===== config.mk =====
export PLATFORM = sky130hd
export DESIGN_NAME = pdp11_instruction_decoder_flat
export DESIGN_NICKNAME = d
export VERILOG_FILES = /design/src/design/pdp11d_pkg.sv /design/src/design/pdp11d_req_if.sv /design/src/design/pdp11d_rsp_if.sv /design/src/design/pdp11d_opnd.sv /design/src/design/pdp11d_core.sv /design/src/design/pdp11_instruction_decoder.sv /design/src/flat_wrapper.sv
export SDC_FILE = /design/constraint.sdc
export NUM_CORES = 1
export LEC_CHECK = 0
export BUFFER_PORTS_ARGS = -buffer_cell sky130_fd_sc_hd__buf_4
export CORE_MARGIN = 5
export CORE_UTILIZATION = 40
export CTS_CLUSTER_SIZE = 16
export DETAILED_ROUTE_END_ITERATION = 12
export PLACE_DENSITY = 0.58
export SLEW_MARGIN = 0
export SYNTH_ARGS = -nofsm -noshare
export SYNTH_HDL_FRONTEND = slang
export SYNTH_SLANG_ARGS = --single-unit

===== constraint.sdc =====
create_clock -name clock -period 5.25 [get_ports clock]
set_input_delay 1.05 -clock clock [delete_from_list [all_inputs] [get_ports clock]]
set_output_delay 1.05 -clock clock [all_outputs]
set_load 0.005 [all_outputs]

===== src/design/pdp11d_pkg.sv =====
// Shared types and constants for the PDP-11 instruction decoder.
// No dependencies.
package pdp11d_pkg;

   typedef enum logic [6:0] {
      MN_DATA = 7'd0,
      MN_MOV, MN_CMP, MN_BIT, MN_BIC, MN_BIS, MN_ADD,
      MN_MOVB, MN_CMPB, MN_BITB, MN_BICB, MN_BISB, MN_SUB,
      MN_BR, MN_BNE, MN_BEQ, MN_BGE, MN_BLT, MN_BGT, MN_BLE,
      MN_BPL, MN_BMI, MN_BHI, MN_BLOS, MN_BVC, MN_BVS, MN_BCC, MN_BCS,
      MN_CLR, MN_COM, MN_INC, MN_DEC, MN_NEG, MN_ADC, MN_SBC, MN_TST,
      MN_ROR, MN_ROL, MN_ASR, MN_ASL,
      MN_CLRB, MN_COMB, MN_INCB, MN_DECB, MN_NEGB, MN_ADCB, MN_SBCB, MN_TSTB,
      MN_RORB, MN_ROLB, MN_ASRB, MN_ASLB,
      MN_MARK, MN_MFPI, MN_MTPI, MN_SXT,
      MN_MTPS, MN_MFPD, MN_MTPD, MN_MFPS,
      MN_MUL, MN_DIV, MN_ASH, MN_ASHC, MN_XOR, MN_FIS, MN_CIS, MN_SOB,
      MN_JSR, MN_JMP, MN_RTS, MN_SWAB, MN_EMT, MN_TRAP,
      MN_NOP, MN_CL, MN_SE,
      MN_HALT, MN_WAIT, MN_RTI, MN_BPT, MN_IOT, MN_RESET, MN_RTT
   } mnem_type;

   typedef enum logic [2:0] {
      FORM_NONE     = 3'd0,
      FORM_ONE      = 3'd1,
      FORM_TWO      = 3'd2,
      FORM_REG_OPND = 3'd3,
      FORM_REG_TGT  = 3'd4,
      FORM_TARGET   = 3'd5,
      FORM_NUMBER   = 3'd6,
      FORM_REG      = 3'd7
   } form_type;

   localparam logic [2:0] MODE_AUTOINC     = 3'd2;
   localparam logic [2:0] MODE_AUTOINC_DEF = 3'd3;
   localparam logic [2:0] MODE_INDEX       = 3'd6;
   localparam logic [2:0] REG_PC           = 3'd7;
   localparam logic [2:0] LEN_BASE         = 3'd2;
   localparam logic [2:0] LEN_ONE_EXT      = 3'd4;
   localparam logic [2:0] LEN_TWO_EXT      = 3'd6;
   localparam logic [2:0] SUB_SOB          = 3'd7;
   localparam logic [3:0] KIND_MARK        = 4'd12;
   localparam logic [5:0] SINGLE_BASE      = 6'o50;
   localparam logic [15:0] OP_NOP          = 16'o000240;

   typedef struct packed {
      logic [15:0] opcode;
      logic [15:0] address;
      logic [15:0] next_word;
      logic [15:0] word_after;
   } req_type;

   typedef struct packed {
      mnem_type    mnemonic;
      form_type    operand_form;
      logic [2:0]  src_mode;
      logic [2:0]  src_reg;
      logic [2:0]  dst_mode;
      logic [2:0]  dst_reg;
      logic [15:0] src_number;
      logic [15:0] dst_number;
      logic [15:0] target;
      logic [7:0]  small_number;
      logic [2:0]  length;
   } rsp_type;

   typedef struct packed {
      logic        uses;
      logic [2:0]  mode;
      logic [2:0]  regn;
      logic [15:0] number;
   } opnd_type;

endpackage


===== src/design/pdp11d_req_if.sv =====
// Request channel of the decoder: valid/ready plus instruction fields.
// No dependencies.
interface pdp11d_req_if;
   logic        valid;
   logic        ready;
   logic [15:0] opcode;
   logic [15:0] address;
   logic [15:0] next_word;
   logic [15:0] word_after;

   modport source (output valid, output opcode, output address,
                   output next_word, output word_after, input ready);
   modport sink   (input valid, input opcode, input address,
                   input next_word, input word_after, output ready);
endinterface


===== src/design/pdp11d_rsp_if.sv =====
// Result channel of the decoder: valid/ready plus decoded fields.
// No dependencies.
interface pdp11d_rsp_if;
   logic        valid;
   logic        ready;
   logic [6:0]  mnemonic;
   logic [2:0]  operand_form;
   logic [2:0]  src_mode;
   logic [2:0]  src_reg;
   logic [2:0]  dst_mode;
   logic [2:0]  dst_reg;
   logic [15:0] src_number;
   logic [15:0] dst_number;
   logic [15:0] target;
   logic [7:0]  small_number;
   logic [2:0]  length;

   modport source (output valid, output mnemonic, output operand_form,
                   output src_mode, output src_reg, output dst_mode, output dst_reg,
                   output src_number, output dst_number, output target,
                   output small_number, output length, input ready);
   modport sink   (input valid, input mnemonic, input operand_form,
                   input src_mode, input src_reg, input dst_mode, input dst_reg,
                   input src_number, input dst_number, input target,
                   input small_number, input length, output ready);
endinterface


===== src/design/pdp11d_opnd.sv =====
// Operand specifier decode: mode, register and extension word use.
// Depends on pdp11d_pkg.
module pdp11d_opnd import pdp11d_pkg::*; (
   input  logic [5:0]  spec,
   input  logic        prior,
   input  logic [15:0] address,
   input  logic [15:0] next_word,
   input  logic [15:0] word_after,
   output opnd_type    opnd
);
   logic [2:0]  m;
   logic [2:0]  r;
   logic [15:0] word;
   logic [2:0]  len_after;
   logic        uses;
   logic        pc_rel;

   assign m = spec[5:3];
   assign r = spec[2:0];
   assign uses = (m >= MODE_INDEX) ||
                 ((m == MODE_AUTOINC || m == MODE_AUTOINC_DEF) && r == REG_PC);
   assign pc_rel = (m >= MODE_INDEX) && (r == REG_PC);
   // an earlier operand already took next_word
   assign word = prior ? word_after : next_word;
   assign len_after = prior ? LEN_TWO_EXT : LEN_ONE_EXT;

   always_comb begin
      opnd.uses = uses;
      opnd.mode = m;
      opnd.regn = r;
      if (!uses) begin
         opnd.number = '0;
      end else if (pc_rel) begin
         opnd.number = address + {13'd0, len_after} + word;
      end else begin
         opnd.number = word;
      end
   end
endmodule


===== src/design/pdp11d_core.sv =====
// Instruction group decode from one registered request to one result.
// Depends on pdp11d_pkg and pdp11d_opnd.
module pdp11d_core import pdp11d_pkg::*; (
   input  req_type req,
   output rsp_type rsp
);
   logic [15:0] op;
   logic [15:0] pc;
   logic        dbl;
   logic [3:0]  kind;
   logic [15:0] disp;
   opnd_type    src_op;
   opnd_type    dst_op;

   assign op   = req.opcode;
   assign pc   = req.address + 16'd2;
   assign dbl  = (op[14:12] != 3'd0) && (op[14:12] != 3'd7);
   assign kind = 4'(op[11:6] - SINGLE_BASE);
   assign disp = {{7{op[7]}}, op[7:0], 1'b0};

   pdp11d_opnd u_src (
      .spec       (op[11:6]),
      .prior      (1'b0),
      .address    (req.address),
      .next_word  (req.next_word),
      .word_after (req.word_after),
      .opnd       (src_op)
   );

   pdp11d_opnd u_dst (
      .spec       (op[5:0]),
      .prior      (dbl && src_op.uses),
      .address    (req.address),
      .next_word  (req.next_word),
      .word_after (req.word_after),
      .opnd       (dst_op)
   );

   always_comb begin
      rsp = '0;
      rsp.mnemonic = MN_DATA;
      rsp.operand_form = FORM_NONE;
      rsp.length = LEN_BASE;
      case (op) inside
         [16'o010000:16'o067777], [16'o110000:16'o167777]: begin
            rsp.mnemonic = mnem_type'((op[15] ? 7'(MN_MOVB) : 7'(MN_MOV))
                                      + {4'd0, op[14:12]} - 7'd1);
            rsp.operand_form = FORM_TWO;
            rsp.src_mode = src_op.mode;
            rsp.src_reg = src_op.regn;
            rsp.src_number = src_op.number;
            rsp.dst_mode = dst_op.mode;
            rsp.dst_reg = dst_op.regn;
            rsp.dst_number = dst_op.number;
            rsp.length = LEN_BASE + (src_op.uses ? 3'd2 : 3'd0)
                                  + (dst_op.uses ? 3'd2 : 3'd0);
         end
         [16'o000400:16'o003777], [16'o100000:16'o103777]: begin
            rsp.mnemonic = mnem_type'(op[15] ? 7'(MN_BPL) + {4'd0, op[10:8]}
                                             : 7'(MN_BR) + {4'd0, op[10:8]} - 7'd1);
            rsp.operand_form = FORM_TARGET;
            rsp.target = pc + disp;
         end
         [16'o005000:16'o006777], [16'o105000:16'o106777]: begin
            if (kind < KIND_MARK) begin
               rsp.mnemonic = mnem_type'((op[15] ? 7'(MN_CLRB) : 7'(MN_CLR))
                                         + {3'd0, kind});
            end else begin
               rsp.mnemonic = mnem_type'((op[15] ? 7'(MN_MTPS) : 7'(MN_MARK))
                                         + {3'd0, kind} - {3'd0, KIND_MARK});
            end
            if (!op[15] && kind == KIND_MARK) begin
               rsp.operand_form = FORM_NUMBER;
               rsp.small_number = {2'd0, op[5:0]};
            end else begin
               rsp.operand_form = FORM_ONE;
               rsp.dst_mode = dst_op.mode;
               rsp.dst_reg = dst_op.regn;
               rsp.dst_number = dst_op.number;
               rsp.length = dst_op.uses ? LEN_ONE_EXT : LEN_BASE;
            end
         end
         [16'o070000:16'o077777]: begin
            rsp.mnemonic = mnem_type'(7'(MN_MUL) + {4'd0, op[11:9]});
            rsp.src_reg = op[8:6];
            if (op[11:9] == SUB_SOB) begin
               rsp.operand_form = FORM_REG_TGT;
               rsp.target = pc - {9'd0, op[5:0], 1'b0};
            end else begin
               rsp.operand_form = FORM_REG_OPND;
               rsp.dst_mode = dst_op.mode;
               rsp.dst_reg = dst_op.regn;
               rsp.dst_number = dst_op.number;
               rsp.length = dst_op.uses ? LEN_ONE_EXT : LEN_BASE;
            end
         end
         [16'o004000:16'o004777]: begin
            rsp.mnemonic = MN_JSR;
            rsp.operand_form = FORM_REG_OPND;
            rsp.src_reg = op[8:6];
            rsp.dst_mode = dst_op.mode;
            rsp.dst_reg = dst_op.regn;
            rsp.dst_number = dst_op.number;
            rsp.length = dst_op.uses ? LEN_ONE_EXT : LEN_BASE;
         end
         [16'o000100:16'o000177], [16'o000300:16'o000377]: begin
            rsp.mnemonic = op[7] ? MN_SWAB : MN_JMP;
            rsp.operand_form = FORM_ONE;
            rsp.dst_mode = dst_op.mode;
            rsp.dst_reg = dst_op.regn;
            rsp.dst_number = dst_op.number;
            rsp.length = dst_op.uses ? LEN_ONE_EXT : LEN_BASE;
         end
         [16'o000200:16'o000207]: begin
            rsp.mnemonic = MN_RTS;
            rsp.operand_form = FORM_REG;
            rsp.src_reg = op[2:0];
         end
         [16'o104000:16'o104777]: begin
            rsp.mnemonic = op[8] ? MN_TRAP : MN_EMT;
            rsp.operand_form = FORM_NUMBER;
            rsp.small_number = op[7:0];
         end
         [16'o000240:16'o000277]: begin
            if (op == OP_NOP) begin
               rsp.mnemonic = MN_NOP;
            end else begin
               // bit 4 picks set vs clear, low four bits are the NZVC mask
               rsp.mnemonic = op[4] ? MN_SE : MN_CL;
               rsp.small_number = {3'd0, op[4:0]};
            end
         end
         [16'o000000:16'o000006]: begin
            rsp.mnemonic = mnem_type'(7'(MN_HALT) + {4'd0, op[2:0]});
         end
         default: begin
            rsp.mnemonic = MN_DATA;
         end
      endcase
   end
endmodule


===== src/design/pdp11_instruction_decoder.sv =====
// PDP-11 instruction decoder, top level: request register, decode, result register.
// Decode is a single pass of logic between the request and result registers.
// Throughput: one request per cycle unless the result is stalled.
// Ready drops only when both registers hold data and the result is stalled.
// Synchronous reset clears both valid flags; payload registers are not reset.
module pdp11_instruction_decoder import pdp11d_pkg::*; (
   input  logic          clock,
   input  logic          reset,
   pdp11d_req_if.sink    req_ch,
   pdp11d_rsp_if.source  rsp_ch
);
   logic    in_valid_ff;
   logic    in_valid_in;
   req_type in_data_ff;
   logic    out_valid_ff;
   logic    out_valid_in;
   rsp_type out_data_ff;
   rsp_type dec_rsp;
   logic    advance;
   logic    accept;

   assign advance = !out_valid_ff || rsp_ch.ready;
   assign req_ch.ready = !in_valid_ff || advance;
   assign accept = req_ch.valid && req_ch.ready;

   always_comb begin
      if (accept) begin
         in_valid_in = 1'b1;
      end else if (advance) begin
         in_valid_in = 1'b0;
      end else begin
         in_valid_in = in_valid_ff;
      end
      out_valid_in = advance ? in_valid_ff : out_valid_ff;
   end

   always_ff @(posedge clock) begin
      if (reset) begin
         in_valid_ff  <= 1'b0;
         out_valid_ff <= 1'b0;
      end else begin
         in_valid_ff  <= in_valid_in;
         out_valid_ff <= out_valid_in;
      end
   end

   always_ff @(posedge clock) begin
      if (accept) begin
         in_data_ff <= '{opcode: req_ch.opcode, address: req_ch.address,
                         next_word: req_ch.next_word, word_after: req_ch.word_after};
      end
      if (advance && in_valid_ff) begin
         out_data_ff <= dec_rsp;
      end
   end

   pdp11d_core u_core (
      .req (in_data_ff),
      .rsp (dec_rsp)
   );

   assign rsp_ch.valid        = out_valid_ff;
   assign rsp_ch.mnemonic     = out_data_ff.mnemonic;
   assign rsp_ch.operand_form = out_data_ff.operand_form;
   assign rsp_ch.src_mode     = out_data_ff.src_mode;
   assign rsp_ch.src_reg      = out_data_ff.src_reg;
   assign rsp_ch.dst_mode     = out_data_ff.dst_mode;
   assign rsp_ch.dst_reg      = out_data_ff.dst_reg;
   assign rsp_ch.src_number   = out_data_ff.src_number;
   assign rsp_ch.dst_number   = out_data_ff.dst_number;
   assign rsp_ch.target       = out_data_ff.target;
   assign rsp_ch.small_number = out_data_ff.small_number;
   assign rsp_ch.length       = out_data_ff.length;
endmodule


===== src/flat_wrapper.sv =====
// flat-port wrapper written by rule: the top's interface ports become plain ports
module pdp11_instruction_decoder_flat import pdp11d_pkg::*;
  (clock, reset, req_ch_valid, req_ch_opcode, req_ch_address, req_ch_next_word, req_ch_word_after, req_ch_ready, rsp_ch_valid, rsp_ch_mnemonic, rsp_ch_operand_form, rsp_ch_src_mode, rsp_ch_src_reg, rsp_ch_dst_mode, rsp_ch_dst_reg, rsp_ch_src_number, rsp_ch_dst_number, rsp_ch_target, rsp_ch_small_number, rsp_ch_length, rsp_ch_ready);
  pdp11d_req_if req_ch_i ();
  pdp11d_rsp_if rsp_ch_i ();
  input  logic clock;
  input  logic reset;
  input wire logic [$bits(req_ch_i.valid)-1:0] req_ch_valid;
  input wire logic [$bits(req_ch_i.opcode)-1:0] req_ch_opcode;
  input wire logic [$bits(req_ch_i.address)-1:0] req_ch_address;
  input wire logic [$bits(req_ch_i.next_word)-1:0] req_ch_next_word;
  input wire logic [$bits(req_ch_i.word_after)-1:0] req_ch_word_after;
  output wire logic [$bits(req_ch_i.ready)-1:0] req_ch_ready;
  output wire logic [$bits(rsp_ch_i.valid)-1:0] rsp_ch_valid;
  output wire logic [$bits(rsp_ch_i.mnemonic)-1:0] rsp_ch_mnemonic;
  output wire logic [$bits(rsp_ch_i.operand_form)-1:0] rsp_ch_operand_form;
  output wire logic [$bits(rsp_ch_i.src_mode)-1:0] rsp_ch_src_mode;
  output wire logic [$bits(rsp_ch_i.src_reg)-1:0] rsp_ch_src_reg;
  output wire logic [$bits(rsp_ch_i.dst_mode)-1:0] rsp_ch_dst_mode;
  output wire logic [$bits(rsp_ch_i.dst_reg)-1:0] rsp_ch_dst_reg;
  output wire logic [$bits(rsp_ch_i.src_number)-1:0] rsp_ch_src_number;
  output wire logic [$bits(rsp_ch_i.dst_number)-1:0] rsp_ch_dst_number;
  output wire logic [$bits(rsp_ch_i.target)-1:0] rsp_ch_target;
  output wire logic [$bits(rsp_ch_i.small_number)-1:0] rsp_ch_small_number;
  output wire logic [$bits(rsp_ch_i.length)-1:0] rsp_ch_length;
  input wire logic [$bits(rsp_ch_i.ready)-1:0] rsp_ch_ready;
  assign req_ch_i.valid = req_ch_valid;
  assign req_ch_i.opcode = req_ch_opcode;
  assign req_ch_i.address = req_ch_address;
  assign req_ch_i.next_word = req_ch_next_word;
  assign req_ch_i.word_after = req_ch_word_after;
  assign req_ch_ready = req_ch_i.ready;
  assign rsp_ch_valid = rsp_ch_i.valid;
  assign rsp_ch_mnemonic = rsp_ch_i.mnemonic;
  assign rsp_ch_operand_form = rsp_ch_i.operand_form;
  assign rsp_ch_src_mode = rsp_ch_i.src_mode;
  assign rsp_ch_src_reg = rsp_ch_i.src_reg;
  assign rsp_ch_dst_mode = rsp_ch_i.dst_mode;
  assign rsp_ch_dst_reg = rsp_ch_i.dst_reg;
  assign rsp_ch_src_number = rsp_ch_i.src_number;
  assign rsp_ch_dst_number = rsp_ch_i.dst_number;
  assign rsp_ch_target = rsp_ch_i.target;
  assign rsp_ch_small_number = rsp_ch_i.small_number;
  assign rsp_ch_length = rsp_ch_i.length;
  assign rsp_ch_i.ready = rsp_ch_ready;
  pdp11_instruction_decoder u_core (.clock(clock), .reset(reset), .req_ch(req_ch_i), .rsp_ch(rsp_ch_i));
endmodule

-- Yosys cells after proc, flatten, opt, wreduce, memory -nomap -nowiden
Cells that the tools add are included.
W data, S select, Z words.
- add/subtract/negate cells: 20
- magnitude comparators: 31
- equality and inequality tests: 10
- mux-type cells: 82
- reduce and logical (&&, ||, !) cells: 40
- operators with widths (cell ; number):
    $mux W16 ; 16
    $mux W3 ; 28
    $mux W7 ; 12
    $ge A16 B16 Y1 const B ; 4
    $le A16 B16 Y1 const B ; 4
    $mux W6 ; 10
    $add A16 B16 Y16 ; 3
    $ge A16 B8 Y1 const B ; 3
    $le A16 B8 Y1 const B ; 3
    $mux W8 ; 6
    $ge A16 B12 Y1 const B ; 2
    $le A16 B12 Y1 const B ; 2
    $le A16 B15 Y1 const B ; 2
    $logic_and A1 B1 Y1 ; 23
    $add A16 B2 Y16 const B ; 1
    $add A16 B3 Y16 ; 1
    $add A16 B3 Y16 const B ; 1
    $eq A16 B8 Y1 const B ; 1
    $ge A16 B1 Y1 const B ; 1
    $ge A16 B13 Y1 const B ; 1
    $ge A16 B15 Y1 const B ; 1
    $ge A16 B7 Y1 const B ; 1
    $ge A16 B9 Y1 const B ; 1
    $le A16 B11 Y1 const B ; 1
    other kinds (32) ; 55
- register bits after elaboration: 147
- input port bits: 68
- output and inout port bits: 83

-- Longest topological paths before layout
- depth in word-level cells: 16
- gate-level depth with buffers: 19

-- By module
A second synthesis with hierarchy kept.
- cell total of the unflattened synthesis: 998
- area, all modules: 10411.2 µm²
- modules (own cells, without submodules) (module ; times used ; cells each ; area each (µm²) ; sequential area each (µm²)):
    pdp11_instruction_decoder ; 1 ; 155 ; 4458.0 ; 4394.2
    pdp11d_core ; 1 ; 492 ; 3249.4 ; 0.0
    pdp11d_opnd at u_core.u_core.u_src ; 1 ; 188 ; 1400.1 ; 0.0
    pdp11d_opnd at u_core.u_core.u_dst ; 1 ; 163 ; 1303.8 ; 0.0

-- Worst setup path after synthesis
No wires, ideal clock.
- path kind: in2reg
- start: input rsp_ch_ready
- end: register u_core.out_data_ff, in the netlist u_core.rsp_ch.dst_mode[0] (enable)
- setup time: 0.529 ns
- data arrival time: 4.679 ns
- data required time: 4.721 ns
- path slack: 0.042 ns
- stages: 2
- path buffers: 0
- cells stage by stage: nor2b_1 -> nor2b_1
- word-level cells in the longest chain between the ends: 2
- ends and longest elaborated chain (item ; RTL line ; RTL):
    start, declared ; flat_wrapper.sv:26 ; input wire logic [$bits(rsp_ch_i.ready)-1:0] rsp_ch_ready;
    $logic_or A1 B1 Y1 ; pdp11_instruction_decoder.sv:22 ; assign advance = !out_valid_ff || rsp_ch.ready;
    $logic_and A1 B1 Y1 ; pdp11_instruction_decoder.sv:52 ; if (advance && in_valid_ff) begin
    end signal, assigned ; pdp11_instruction_decoder.sv:53 ; out_data_ff <= dec_rsp;
    end, declared ; pdp11_instruction_decoder.sv:17 ; rsp_type out_data_ff;
No other way between the ends.
A chain may end at the register's enable or synchronous reset.

==> qor.csv <==
stage;metric;value;unit
clocking;clockRootBuffer;clkbuf_16;
global_route;grt_pass1_wl;44000;um
pwr;irDropWorstVdd;0.000183;V
clocking;h-tree-depth;4;
setup_path;arrival;5030;ps
timing;setup_viol;0;
placement;gp_congestion;0.905;
pwr;p_leak;0.00486;uW
timing;rsz0062_at_grt;false;
detailed_routing;drc_errors;0;
placement;dp_hpwl;20200;um
layout;drive_above_1_share;0.209;
pwr;power_density;287;nW/um^2
yosys;synth_edf_count;144;
clocking;clockBufferDepth;2;
global_route;antenna_found_initial;0;
yosys;syn_inst;968;
outcome;status;complete, no violations;
setup_path;crit_required;5420;ps
setup_path;endpoint_kind;flop;
timing;holdWs;519;ps
floorplanning;core_area;24300;um^2
setup_path;path_class;reg -> reg;
floorplanning;pin_count;151;
timing;fin_crit;4860;ps
min_path;hp-class;reg -> reg;
floorplanning;initial_core_util;0.407;
global_route;grt_pass1_vias;7951;
yosys;synth_top_area_share;0.437;
timing;drv_slew;0;
global_route;grt_usage;0.197;
floorplanning;die_area;28000;um^2
detailed_routing;ant_nets;0;
yosys;synthArstFlopShare;0;
timing;period_share;0.925;
yosys;synth_top_cell_by_area;edfxtp_1;
clocking;cts_made_buffers;17;
layout;largest_register;u_core.in_data_ff;
floorplanning;num_rows;57;
timing;maxSlewHeadroom;0.310;
setup_path;start_kind;flop;
detailed_routing;drt_first_iter_violations;656;
layout;syn2layout_area_growth;21.1;%
yosys;synthTopCellsByArea;edfxtp_1, ha_1, nand2_1, a21oi_1, nor2_1;
detailed_routing;met3_length;1840;um
detailed_routing;top_layer;met4;
yosys;yosys_most_used_dff;edfxtp_1;
yosys;ys_seq_elements;146;
clocking;clkSlewWorstSetupHoldPaths;60;ps
layout;final_cell_mix;buf_4, edfxtp_1, nand2_1, ha_1, nor2_1;
timing;hold_violations;0;
detailed_routing;drtPass1Iterations;5;
detailed_routing;wl;27900;um
floorplanning;fp.dieH;167;um
layout;largest_reg_flops;64;
clocking;cts.sinks;146;
clocking;worstSkewPairLatency;430;ps
detailed_routing;vias;8008;
setup_path;worstPathMaxFanout;9;
detailed_routing;post_drt_via_cell_ratio;5.50;
detailed_routing;wl_per_cell;19.2;um
yosys;synthesis.nets;1139;
global_route;gr-total-overflow;0;
timing;worstMarginPinSlew;1030;ps
placement;port_buffers;149;
yosys;ys_seq_area_frac;0.441;
placement;place_inst;1423;
global_route;grt_max_degree;81;
yosys;ys_types;89;
layout;fin_nets;1289;
detailed_routing;wl_met1;12900;um
timing;max_freq;0.206;GHz
clocking;cts_tree;done;
timing;setup_tns;0;ps
floorplanning;die_x;167;um
layout;diodes;0;
layout;layout_commonest_cell;buf_4;
detailed_routing;dr_wl_met2;12700;um
yosys;yosysWarnings;0;
yosys;synth_area_per_cell;10.2;um^2
timing;finClkSkew;14.1;ps
layout;layoutNonFillerInstCount;1455;
flow_run;max-cap-violations;0;
yosys;mappedNetlistArea;9910;um^2
-- cells by family after synthesis --
family	after synthesis	synth area share
AO/OA/AOI/OAI	245	0.169
XOR/XNOR	52	0.0460
adder cells (fa/ha/maj)	103	0.134
buffers and inverters	72	0.0313
flip-flops	146	0.441
multiplexers	5	0.00518
other	1	0.000379
AND/OR/NAND/NOR	344	0.174
-- final timing paths --
| check | from | end | slack, ps | cells after the start |
|---|---|---|---|---|
| worst max-delay path | u_core.in_data_ff[54]$_DFFE_PP_ | u_core.rsp_ch.dst_number[15]$_DFFE_PP_ | 390 | 17 |
| worst min-delay path | u_core.in_valid_ff$_SDFFE_PP0P_ | u_core.rsp_ch.valid$_SDFFE_PP0P_ | 520 | 2 |
| worst max register to register | u_core.in_data_ff[54]$_DFFE_PP_ | u_core.rsp_ch.dst_number[15]$_DFFE_PP_ | 390 | 17 |
| worst min register to register | u_core.in_valid_ff$_SDFFE_PP0P_ | u_core.rsp_ch.valid$_SDFFE_PP0P_ | 520 | 2 |
-- report_power, final --
group / switching [uW] / internal, uW / total [uW]
logic: 436 / 339 / 775
registers: 56.9 / 1370 / 1420
clock network: 505 / 743 / 1250
total: 997 / 2450 / 3440
-- cell usage after synthesis, drive strengths merged, types with 6 or more instances --
master   count
nand3       23
nor2        85
a211oi      25
nand2      111
clkbuf      16
edfxtp     144
nor4        10
nand4        6
ha          98
xnor2       33
a2bb2oi      6
nor2b        8
buf         18
a21o         9
nor3        33
o21a        11
xor2        19
and2         9
a21oi       76
inv         38
o22ai        8
or3          9
o21ai       44
a31oi        9
and3        13
or4          6
-- critical path, stage by stage, from the launching register on --
cell	delay, ps
edfxtp_1	340
and3_1	230
o21a_1	190
o211ai_1	140
inv_1	330
nand2_1	170
o21a_1	130
ha_1	270
ha_1	240
fa_1	440
a211o_1	360
a2111oi_1	500
o31ai_1	230
o41ai_2	370
o21ai_0	190
xnor2_1	210
o21ai_0	90
nor3b_1	170
-- area by class of cell --
type                       count  area, um^2
tap                          324         405
fill                        2266       12300
inverter                      38         143
sequential                   146        4360
multi-input combinational    750        5250
timing repair buffer         165        1240
clock inverter                15         166
clock buffer                  17         425
-- metrics by stage --
step	power (uW)	cell area (um^2)	utilization	worst slack [ps]
after floorplan	1960	9910	-	42.4
after global placement	2210	11400	0.468	334
after detailed placement	2210	11400	0.468	183
after CTS	3470	12000	0.493	156
after global routing	3620	12000	0.493	65.7
final	3440	12000	0.493	393
-- layer usage --
metal / up-vias / global-route usage
met5: - / 0
met4: 0 / 0.0561
met3: 33 / 0.0391
met2: 283 / 0.309
met1: 3765 / 0.280
li1: 3927 / -
-- what timing repair did --
action	4_1_cts	5_1_grt
resized for setup	0	2
buffers inserted	0	0
hold buffers	0	0
setup endpoints to repair	0	1
(Power assumes the default switching activity.)
